<file path="src/sv/stt_pkg.sv">
// ----------------------------------------------------------------------------
// stt_pkg: shared types and constants of the slot timer table
// Holds the table size, the field widths, the command, kind and status codes,
// and the types that connect the controller to the datapath.
// ----------------------------------------------------------------------------
package stt_pkg;

   localparam int SLOTS    = 32;
   localparam int SLOT_W   = $clog2(SLOTS);
   localparam int COUNT_W  = $clog2(SLOTS + 1);
   localparam int OWNER_W  = 31;
   localparam int CTX_W    = 32;
   localparam int TIME_W   = 32;
   localparam int DELAY_W  = 16;
   localparam int REM_W    = 26;
   localparam int FIELD_W  = 5;

   localparam logic [TIME_W-1:0] MS_PER_S = TIME_W'(1000);
   localparam logic [REM_W-1:0]  REM_MAX  = {REM_W{1'b1}};

   typedef enum logic [2:0] {
      CMD_ALLOC   = 3'd0,
      CMD_ARM     = 3'd1,
      CMD_CANCEL  = 3'd2,
      CMD_RELEASE = 3'd3,
      CMD_SCAN    = 3'd4,
      CMD_TICK    = 3'd5,
      CMD_RSVD6   = 3'd6,
      CMD_RSVD7   = 3'd7
   } cmd_type;

   typedef enum logic [1:0] {
      KIND_REPLY   = 2'd0,
      KIND_EXPIRY  = 2'd1,
      KIND_SUMMARY = 2'd2
   } kind_type;

   typedef enum logic [1:0] {
      STAT_OK         = 2'd0,
      STAT_NO_FREE    = 2'd1,
      STAT_MISMATCH   = 2'd2,
      STAT_OWNER_ZERO = 2'd3
   } status_type;

   typedef enum logic [1:0] {
      ST_IDLE,
      ST_EXEC,
      ST_SCAN,
      ST_SUMMARY
   } state_type;

   typedef enum logic [2:0] {
      OP_NONE,
      OP_LATCH,
      OP_EXEC,
      OP_SCAN,
      OP_SUMMARY
   } op_type;

   typedef struct packed {
      op_type op;
   } ctl_type;

   typedef struct packed {
      logic scan_last;
   } sts_type;

endpackage

</file>
<file path="src/sv/stt_ctrl.sv">
// ----------------------------------------------------------------------------
// stt_ctrl: sequencing state machine of the slot timer table
// Takes requests, steps the datapath through a command or a full scan.
// ----------------------------------------------------------------------------
module stt_ctrl (
   input  logic             clock,
   input  logic             reset,
   input  logic             start,
   input  logic [2:0]       req_command,
   input  stt_pkg::sts_type sts,
   output stt_pkg::ctl_type ctl,
   output logic             busy
);

   stt_pkg::state_type state_ff, state_in;
   stt_pkg::cmd_type   cmd;

   assign cmd = stt_pkg::cmd_type'(req_command);

   always_comb begin
      state_in = state_ff;
      case (state_ff)
         stt_pkg::ST_IDLE: begin
            if (start) begin
               case (cmd)
                  stt_pkg::CMD_ALLOC, stt_pkg::CMD_ARM, stt_pkg::CMD_CANCEL,
                  stt_pkg::CMD_RELEASE, stt_pkg::CMD_TICK: state_in = stt_pkg::ST_EXEC;
                  stt_pkg::CMD_SCAN: state_in = stt_pkg::ST_SCAN;
                  default: state_in = stt_pkg::ST_IDLE;
               endcase
            end
         end
         stt_pkg::ST_EXEC: state_in = stt_pkg::ST_IDLE;
         stt_pkg::ST_SCAN: begin
            if (sts.scan_last) state_in = stt_pkg::ST_SUMMARY;
         end
         stt_pkg::ST_SUMMARY: state_in = stt_pkg::ST_IDLE;
         default: state_in = stt_pkg::ST_IDLE;
      endcase
   end

   always_comb begin
      ctl.op = stt_pkg::OP_NONE;
      busy   = 1'b1;
      case (state_ff)
         stt_pkg::ST_IDLE: begin
            busy   = 1'b0;
            ctl.op = start ? stt_pkg::OP_LATCH : stt_pkg::OP_NONE;
         end
         stt_pkg::ST_EXEC:    ctl.op = stt_pkg::OP_EXEC;
         stt_pkg::ST_SCAN:    ctl.op = stt_pkg::OP_SCAN;
         stt_pkg::ST_SUMMARY: ctl.op = stt_pkg::OP_SUMMARY;
         default:             ctl.op = stt_pkg::OP_NONE;
      endcase
   end

   always_ff @(posedge clock) begin
      if (reset) state_ff <= stt_pkg::ST_IDLE;
      else       state_ff <= state_in;
   end

endmodule

</file>
<file path="config.mk">
export PLATFORM = sky130hd
export DESIGN_NAME = stt_ctrl
export DESIGN_NICKNAME = d
export VERILOG_FILES = /design/src/sv/stt_pkg.sv /design/src/sv/stt_ctrl.sv
export SDC_FILE = /design/constraint.sdc
export NUM_CORES = 1
export LEC_CHECK = 0
export BUFFER_PORTS_ARGS = -buffer_cell sky130_fd_sc_hd__buf_2
export CAP_MARGIN = 20
export CORE_AREA = 4 4 41 43
export CTS_CLUSTER_DIAMETER = 40
export CTS_CLUSTER_SIZE = 24
export DETAILED_ROUTE_END_ITERATION = 8
export DIE_AREA = 0 0 45 47
export HOLD_SLACK_MARGIN = 0.06
export MAX_ROUTING_LAYER = met4
export PLACE_DENSITY = 0.37
export SYNTH_ARGS = -nofsm -noshare
export SYNTH_HDL_FRONTEND = slang
export SYNTH_SLANG_ARGS = --single-unit
</file>
<file path="constraint.sdc">
create_clock -name clock -period 1.8 [get_ports clock]
set_input_delay 0.36 -clock clock [delete_from_list [all_inputs] [get_ports clock]]
set_output_delay 0.36 -clock clock [all_outputs]
set_load 0.005 [all_outputs]
</file>
* Word level (Yosys, flattened, before mapping)
Index checks and enable logic that the tools add are counted.
** Word-level totals
- Output and inout bits :: 4
- Logic and storage cells :: 23
- Register bits :: 2
** Operators by class
- Equality and inequality tests :: 10
- Reduce and logical (&&, ||, !) cells :: 5
- Muxes and demuxes :: 7
** Operator list (count)
- 3-bit case mux with 4 select lines :: 1
- 3-bit by 2-bit equality test with 1-bit output (second input constant) :: 2
- 3-bit equality test (second input constant) :: 2
- 2-bit case mux with 3 select lines :: 1
- 5-bit OR reduction :: 1
- 2-bit equality test (second input constant) :: 2
- 2-bit 2-to-1 mux :: 2
- 2-bit != test (second input constant) :: 2
- 2-bit case mux with 2 select lines :: 1
- 3-bit by 1-bit equality test with 1-bit output (second input constant) :: 1
- 3-bit zero test :: 1
- 2-bit by 1-bit equality test with 1-bit output (second input constant) :: 1
- 2-bit zero test :: 1
- 1-bit 2-to-1 mux :: 2
- 2-bit AND reduction :: 1
- 2-bit OR reduction :: 1

* Longest topological paths before layout
Gate-level depths: netlist of run 1.
- Depth after elaboration :: 5
- Gate-level depth with buffers :: 5

* Worst setup path before layout of run 1
Ideal clock, no wire load.
- Path type :: register to register
- From :: register state_ff[1]
- To :: register state_ff[1]
- Cell stages (with the launch flop) :: 6
- Path buffers :: 0
- Arrival time :: 1.242 ns
- Setup slack :: 0.472 ns
- Clock period less this slack :: 1.328 ns
- Data required time :: 1.714 ns
- Cell sequence :: dfxtp_1 -> inv_1 -> ha_1 -> inv_2 -> or4_4 -> a221oi_2
** Between the ends
- Word-level cells in the longest chain between the ends :: 3
** RTL lines
- from (decl) :: RTL line stt_ctrl.sv:15 : stt_pkg::state_type state_ff, state_in;
- from (signal assigned) :: RTL line stt_ctrl.sv:58 : if (reset) state_ff <= stt_pkg::ST_IDLE;
- from (signal assigned) :: RTL line stt_ctrl.sv:59 : else state_ff <= state_in;
- 2-bit equality test, or another cell as far along :: RTL line stt_ctrl.sv:22 : case (state_ff)
- 2-bit OR reduction (no line) or 2-bit != test (tied branches)
- 2-bit case mux with 3 select lines or 2-bit AND reduction (tied branches)
Parallel ways exist; a longest one is shown, timed or not.
A chain may end at the register's enable or synchronous reset.

==> results of run 1 <==
worst max-delay path: cells and delay by family, from the launching register on:
family / cells / cell delay (ps)
AOI/OAI and AO/OA: 1 / 110
adders and majority gates: 1 / 190
buffers and inverters: 3 / 300
DFF: 1 / 300
cell families (layout without fill, tap and decap cells):
| logic type | Yosys count | count (layout) | synth area share |
|---|---|---|---|
| AOI/OAI and AO/OA | 6 | 6 | 0.267 |
| adders and majority gates | 4 | 4 | 0.274 |
| buffers and inverters | 5 | 18 | 0.103 |
| and+or+nand+nor | 4 | 4 | 0.137 |
| DFF | 2 | 2 | 0.219 |
how the worst max path moves through the flow:
stage / to / slack, ps / cells past startpoint / from
2_1_floorplan: state_ff[1] / 470 / 5 / state_ff[1]
3_3_place_gp: state_ff[1] / 360 / 5 / state_ff[0]
3_5_place_dp: state_ff[1] / 370 / 5 / state_ff[1]
4_1_cts: ctl[0] / 290 / 5 / state_ff[0]
5_1_grt: ctl[0] / 220 / 5 / state_ff[0]
6_report: ctl[0] / 320 / 5 / state_ff[0]
layer usage:
layer | wire length (um) | track usage | up-vias
met5 | 0 | - | -
met4 | 4 | 0.0526 | 0
met3 | 53 | 0.0498 | 2
met2 | 174 | 0.0734 | 10
met1 | 228 | 0.0656 | 84
li1 | - | - | 102
cells in the final DEF (no fill, tap or decap):
cell | netlist | final
a221oi_1 | 1 | 1
a221oi_2 | 1 | 1
a2bb2oi_1 | 1 | 1
buf_2 | 0 | 10
clkbuf_4 | 0 | 3
dfxtp_1 | 2 | 2
ha_1 | 4 | 4
inv_1 | 3 | 3
inv_2 | 2 | 2
nand2_1 | 2 | 2
nor2b_1 | 1 | 1
o21ai_0 | 1 | 1
o21ai_1 | 1 | 1
o22ai_1 | 1 | 1
or4_4 | 1 | 1
where the power goes:
part	internal (mW)	leakage, nW	switching [mW]
Combinational	0.0530	0.110	0.0619
Sequential	0.0536	0.0166	0.00602
Clock	0.0734	0.0138	0.0234
metrics by stage:
| stage | util | setup WS [ps] | area [um^2] | hold WS (ps) |
|---|---|---|---|---|
| after global routing | 0.211 | 218 | 274 | 322 |
| after CTS | 0.211 | 291 | 274 | 308 |
| after detailed placement | 0.193 | 366 | 251 | 549 |
| after floorplan | - | 472 | 183 | 426 |
| after global placement | 0.193 | 365 | 251 | 546 |
| final | 0.211 | 321 | 274 | 322 |
layout make-up:
type                       instances  area (um^2)  area share
tap                               15         18.8      0.0685
timing repair buffer              10         50.0       0.183
inverter                           5         18.8      0.0685
multi-input combinational         14          124       0.452
sequential                         2         40.0       0.146
clock buffer                       3         22.5      0.0822
==> run_results.csv, run 1 <==
group,metric,value,unit
synth,synth_edf_count,0,
worst_hold_path,hold_depth,2,
synth,synth_nets,32,
pwr,ir_drop,235,uV
worst_hold_path,hold-path-endpoint,"state_ff[1]",
cells_and_area,diodes,0,
detailed_routing,via_per_inst,4.04,
cts,h-tree-depth,1,
sta,fin_crit_sh,0.821,
floorplanning,core-area,0.00130,mm^2
grt,antenna_found_initial,0,
setup_path,crit-reg2reg-launch,"state_ff[1]",
setup_path,cp_cell_sequence,"inv_1 -> ha_1 -> inv_1 -> o21ai_1 -> buf_2",
synth,syn_area,183,um^2
synth,synthArstFlopShare,0,
setup_path,crit_arrival,1120,ps
place,dp_hpwl,406,um
setup_path,cp-start-kind,"flop",
worst_hold_path,worstHoldStart,"reset",
sta,timing.final.max_slew_violations,0,
sta,setup_viol,0,
cts,cts_tree,"done",
grt,grt.total_usage,0.0627,
cells_and_area,area.growth.synth_to_final,50.0,%
cells_and_area,regMostFlops,"state_ff",
status,status,"finished, final reports clean",
detailed_routing,drtPass1Iterations,2,
place,portBuffers,10,
grt,grt_pass1_vias,224,
cells_and_area,largest_register_ffs,2,
synth,synth_common_cells,"ha_1 (4), inv_1 (3), dfxtp_1 (2), inv_2 (2), nand2_1 (2)",
grt,grt_first_pass_wirelength,848,um
setup_path,r2r_setup_slack,350,ps
synth,yosys-top-cells-area,"ha_1 (27%), dfxtp_1 (22%), a221oi_2 (8.2%)",
cts,cts_buffers,3,
synth,synth.most_common_cell,"ha_1",
sta,maxClockFrequency,676,MHz
detailed_routing,drt_wl_total,462,um
detailed_routing,post_drt_wl_per_cell,9.43,um
sta,fin_crit,1480,ps
cts,holdBufCountCts,0,
grt,grt-ovfl-total,0,
cts,clockBufferDepth,2,
setup_path,cpPeakStageDelay,300,ps
setup_path,cp.required,1440,ps
floorplanning,start_util,0.140,
cells_and_area,instances_no_fill,49,
synth,synth_top_area_frac,0.274,
grt,grt_max_degree,5,
synth,netlist_instances,21,
detailed_routing,remaining_drc_errors,0,
pwr,power-per-cell-area,990,mW/mm^2
synth,yosysSeqAreaShare,0.219,
setup_path,path_common_cell,"inv_1",
detailed_routing,drt_iter0_drc,4,
synth,yosys_warnings,0,
floorplanning,die_w,45,um
detailed_routing,ant_nets,0,
cts,clock-sinks,2,
cells_and_area,final_nets,47,
setup_path,crit_fanout,4,
synth,yosysTopAreaCell,"ha_1",
cts,cts_resized,0,
sta,hold_viol,0,
setup_path,reg2reg_depth,5,
sta,tightest_slew,280,ps
cts,insertion_delay,220,ps
synth,synth-seq-cells,2,
cells_and_area,top_regs,"state_ff x2",
synth,synth.distinct_cells,13,
setup_path,critical_path_class,"reg -> out",
run,drv_cap,0,
sta,rsz0062_at_grt,"false",
floorplanning,die_area,0.00212,mm^2
sta,maxSlewHeadroom,0.812,
floorplanning,die_h,47,um
sta,fin_setup_tns,0,ps
cells_and_area,drive_gt1_frac,0.500,
sta,skew,0.522,ps
cts,cts.reportedPaths.clkPinSlew,30,ps
pwr,p_leak,0.141,nW
cells_and_area,fillers,154,
floorplanning,pin_count,11,
detailed_routing,vias,198,
place,dp.cells,46,
synth,synthFlopType,"dfxtp_1",
cts,clockRootBuffer,"clkbuf_4",
synth,avgSynthCellArea,8.70,um^2
setup_path,cp-end-kind,"primary output",
cts,post_cts_buffers,0,
setup_path,rr_endpoint,"state_ff[1]",
pwr,p_total,0.271,mW
worst_hold_path,hp-class,"in -> reg",
setup_path,crit_slowest_cell,"dfxtp_1",
place,gp_congestion,0.749,
floorplanning,rows,13,
(Power assumes the default switching activity.)
==> inputs of run 2 (changes only) <==
ABC_AREA = 1   (was unset)
PLACE_DENSITY = 0.39   (was 0.37)
clock period = 1.6 ns   (was 1.8 ns; I/O delays follow)
==> run 2 against run 1 <==
Compared with the run above:
- worst setup slack worse by 180 ps
- critical path type unchanged
- final cell count rose by 22%
- sequential power grew 16%
- die area did not move
- sequential cell count unchanged
- via count rose by 7.1%
- synthesized area is 12% higher
- highest routed layer is now met3
- combinational power up 45%
- first-iteration DRC count decreased by 75%
- design area up 8.2%
- clock power grew 14%
- largest cell class unchanged
==> run_results.csv, run 2 <==
group,metric,value,unit
grt,grt_pass1_vias,218,
setup_path,cp-start-kind,"flop",
cells_and_area,finish.utilization,0.228,
pwr,pwr-share-clk,0.318,
synth,synthFlopType,"dfxtp_1",
cts,post_cts_buffers,0,
pwr,p_int,0.217,mW
pwr,combPwrFrac,0.482,
pwr,power-per-cell-area,1170,mW/mm^2
cells_and_area,area.growth.synth_to_final,44.5,%
cts,clock-sinks,2,
pwr,p_total,0.346,mW
pwr,p_leak,0.184,nW
floorplanning,core-area,0.00130,mm^2
detailed_routing,drt_iter0_drc,1,
sta,tightest_slew,131,ps
cts,cts_tree,"done",
cts,cts_resized,0,
floorplanning,rows,13,
place,gp_congestion,0.703,
cts,cts.reportedPaths.clkPinSlew,30,ps
synth,yosys-top-cells-area,"ha_1 (24%), dfxtp_1 (20%), nand2_1 (16%)",
sta,fin_setup_tns,0,ps
setup_path,cp_cell_sequence,"inv_1 -> ha_1 -> nor2_1 -> a21oi_1 -> buf_2",
setup_path,critical_path_class,"reg -> out",
detailed_routing,remaining_drc_errors,0,
setup_path,crit_slowest_cell,"dfxtp_1",
setup_path,cp.required,1280,ps
detailed_routing,ant_nets,0,
place,dp_hpwl,396,um
synth,syn_area,205,um^2
synth,yosysSeqAreaShare,0.195,
detailed_routing,vias,212,
cells_and_area,final_cell_area,297,um^2
setup_path,r2r_setup_slack,500,ps
grt,grt.total_usage,0.0570,
sta,timing.final.max_slew_violations,0,
cells_and_area,top_regs,"state_ff x2",
floorplanning,die_w,45,um
cts,insertion_delay,220,ps
synth,synth.distinct_cells,10,
cells_and_area,final_common_cell,"buf_2",
synth,synth-seq-cells,2,
worst_hold_path,hold_depth,4,
sta,fin_hold_ws,352,ps
setup_path,crit-reg2reg-launch,"state_ff[1]",
grt,grt_max_degree,5,
sta,hold_viol,0,
cells_and_area,diodes,0,
synth,synth_common_cells,"nand2_1 (9), inv_1 (6), nor2_1 (5)",
pwr,ir_drop,346,uV
cells_and_area,regMostFlops,"state_ff",
synth,synthArstFlopShare,0,
sta,rsz0062_at_grt,"false",
place,portBuffers,10,
detailed_routing,drtPass1Iterations,4,
setup_path,worst-path-buf-inv,2,
floorplanning,die_h,47,um
sta,fin_crit_sh,0.914,
synth,netlist_instances,32,
cts,clockRootBuffer,"clkbuf_4",
pwr,swShare,0.372,
detailed_routing,post_drt_wl_per_cell,7.72,um
synth,synth.most_common_cell,"nand2_1",
cells_and_area,fillers,168,
synth,synth_top_area_frac,0.244,
status,status,"finished, final reports clean",
detailed_routing,via_per_inst,3.53,
sta,setup_viol,0,
synth,yosysTopAreaCell,"ha_1",
floorplanning,start_util,0.158,
grt,grt_first_pass_wirelength,828,um
sta,fin_crit,1460,ps
worst_hold_path,worstHoldStart,"reset",
sta,skew,0.501,ps
pwr,pwr-share-seq,0.200,
setup_path,crit_fanout,4,
sta,maxClockFrequency,684,MHz
grt,antenna_found_initial,0,
detailed_routing,drt_wl_total,463,um
worst_hold_path,hold-path-endpoint,"state_ff[0]",
cells_and_area,drive_gt1_frac,0.378,
setup_path,cpPeakStageDelay,300,ps
setup_path,cp-end-kind,"primary output",
synth,synth_nets,43,
setup_path,crit_family,"flip-flops",
cells_and_area,final_cell_mix,"buf_2 (10), nand2_1 (9), inv_1 (6)",
grt,grt-ovfl-total,0,
synth,yosys_warnings,0,
setup_path,crit_arrival,1140,ps
sta,maxSlewHeadroom,0.912,
setup_path,reg2reg_depth,6,
cts,clockBufferDepth,2,
setup_path,rr_endpoint,"state_ff[0]",
cts,h-tree-depth,1,
place,dpl-instance-area,274,um^2
cells_and_area,final_nets,58,
floorplanning,die_area,0.00212,mm^2
run,drv_cap,0,
synth,avgSynthCellArea,6.41,um^2
floorplanning,pin_count,11,
pwr,p_switching,0.128,mW
worst_hold_path,hp-class,"in -> reg",
cts,cts_buffers,3,
cts,holdBufCountCts,0,
cells_and_area,largest_register_ffs,2,
synth,synth_edf_count,0,
[run 2: routing by layer]
layer	wire length [um]	GRT usage
met2	230	0.0847
met4	0	0.0526
met5	0	-
met1	211	0.0611
met3	20	0.0153
[run 2: worst max-delay path by stage]
| stage | startpoint | end | slack [ps] | depth (start not counted) |
|---|---|---|---|---|
| 3_5_place_dp | state_ff[0] | ctl[0] | 360 | 5 |
| 6_report | state_ff[0] | ctl[0] | 140 | 5 |
| 4_1_cts | state_ff[0] | ctl[0] | 110 | 5 |
| 5_1_grt | state_ff[0] | ctl[0] | 40 | 5 |
| 2_1_floorplan | state_ff[0] | ctl[0] | 500 | 4 |
| 3_3_place_gp | state_ff[0] | ctl[0] | 370 | 5 |
[run 2: layout make-up]
class	instances	area [um^2]	area share
inverters	7	26.3	0.0886
clock buffers	3	22.5	0.0759
well taps	15	18.8	0.0633
flip-flops and latches	2	40.0	0.135
multi-input cells	23	139	0.468
repair buffers	10	50.0	0.169
[run 2: power groups by stage]
stage	combinational, mW	sequential (mW)	clock [mW]
5_1_grt	0.197	0.0713	0.124
3_3_place_gp	0.171	0.0698	0
3_5_place_dp	0.171	0.0704	0
4_1_cts	0.172	0.0695	0.119
2_1_floorplan	0.114	0.0683	0
6_report	0.167	0.0692	0.110
[run 2: metrics by stage]
| step | std cells | setup slack (ps) |
|---|---|---|
| 2_1_floorplan | 32 | 505 |
| 3_3_place_gp | 57 | 375 |
| 6_report | 60 | 137 |
| 4_1_cts | 60 | 112 |
| 5_1_grt | 60 | 36.5 |
| 3_5_place_dp | 57 | 357 |
[run 2: logic make-up (layout without fill, tap and decap cells)]
| kind of cell | after synthesis | count (layout) | synth area share |
|---|---|---|---|
| and+or+nand+nor | 17 | 17 | 0.384 |
| DFF | 2 | 2 | 0.195 |
| AOI/OAI and AO/OA | 2 | 2 | 0.0488 |
| buffers and inverters | 7 | 20 | 0.128 |
| adders and majority gates | 4 | 4 | 0.244 |
[run 2: worst min-delay path, stage by stage]
cell and delay (ps):
buf_2 70, inv_1 40, nand2_1 50, nor2_1 40
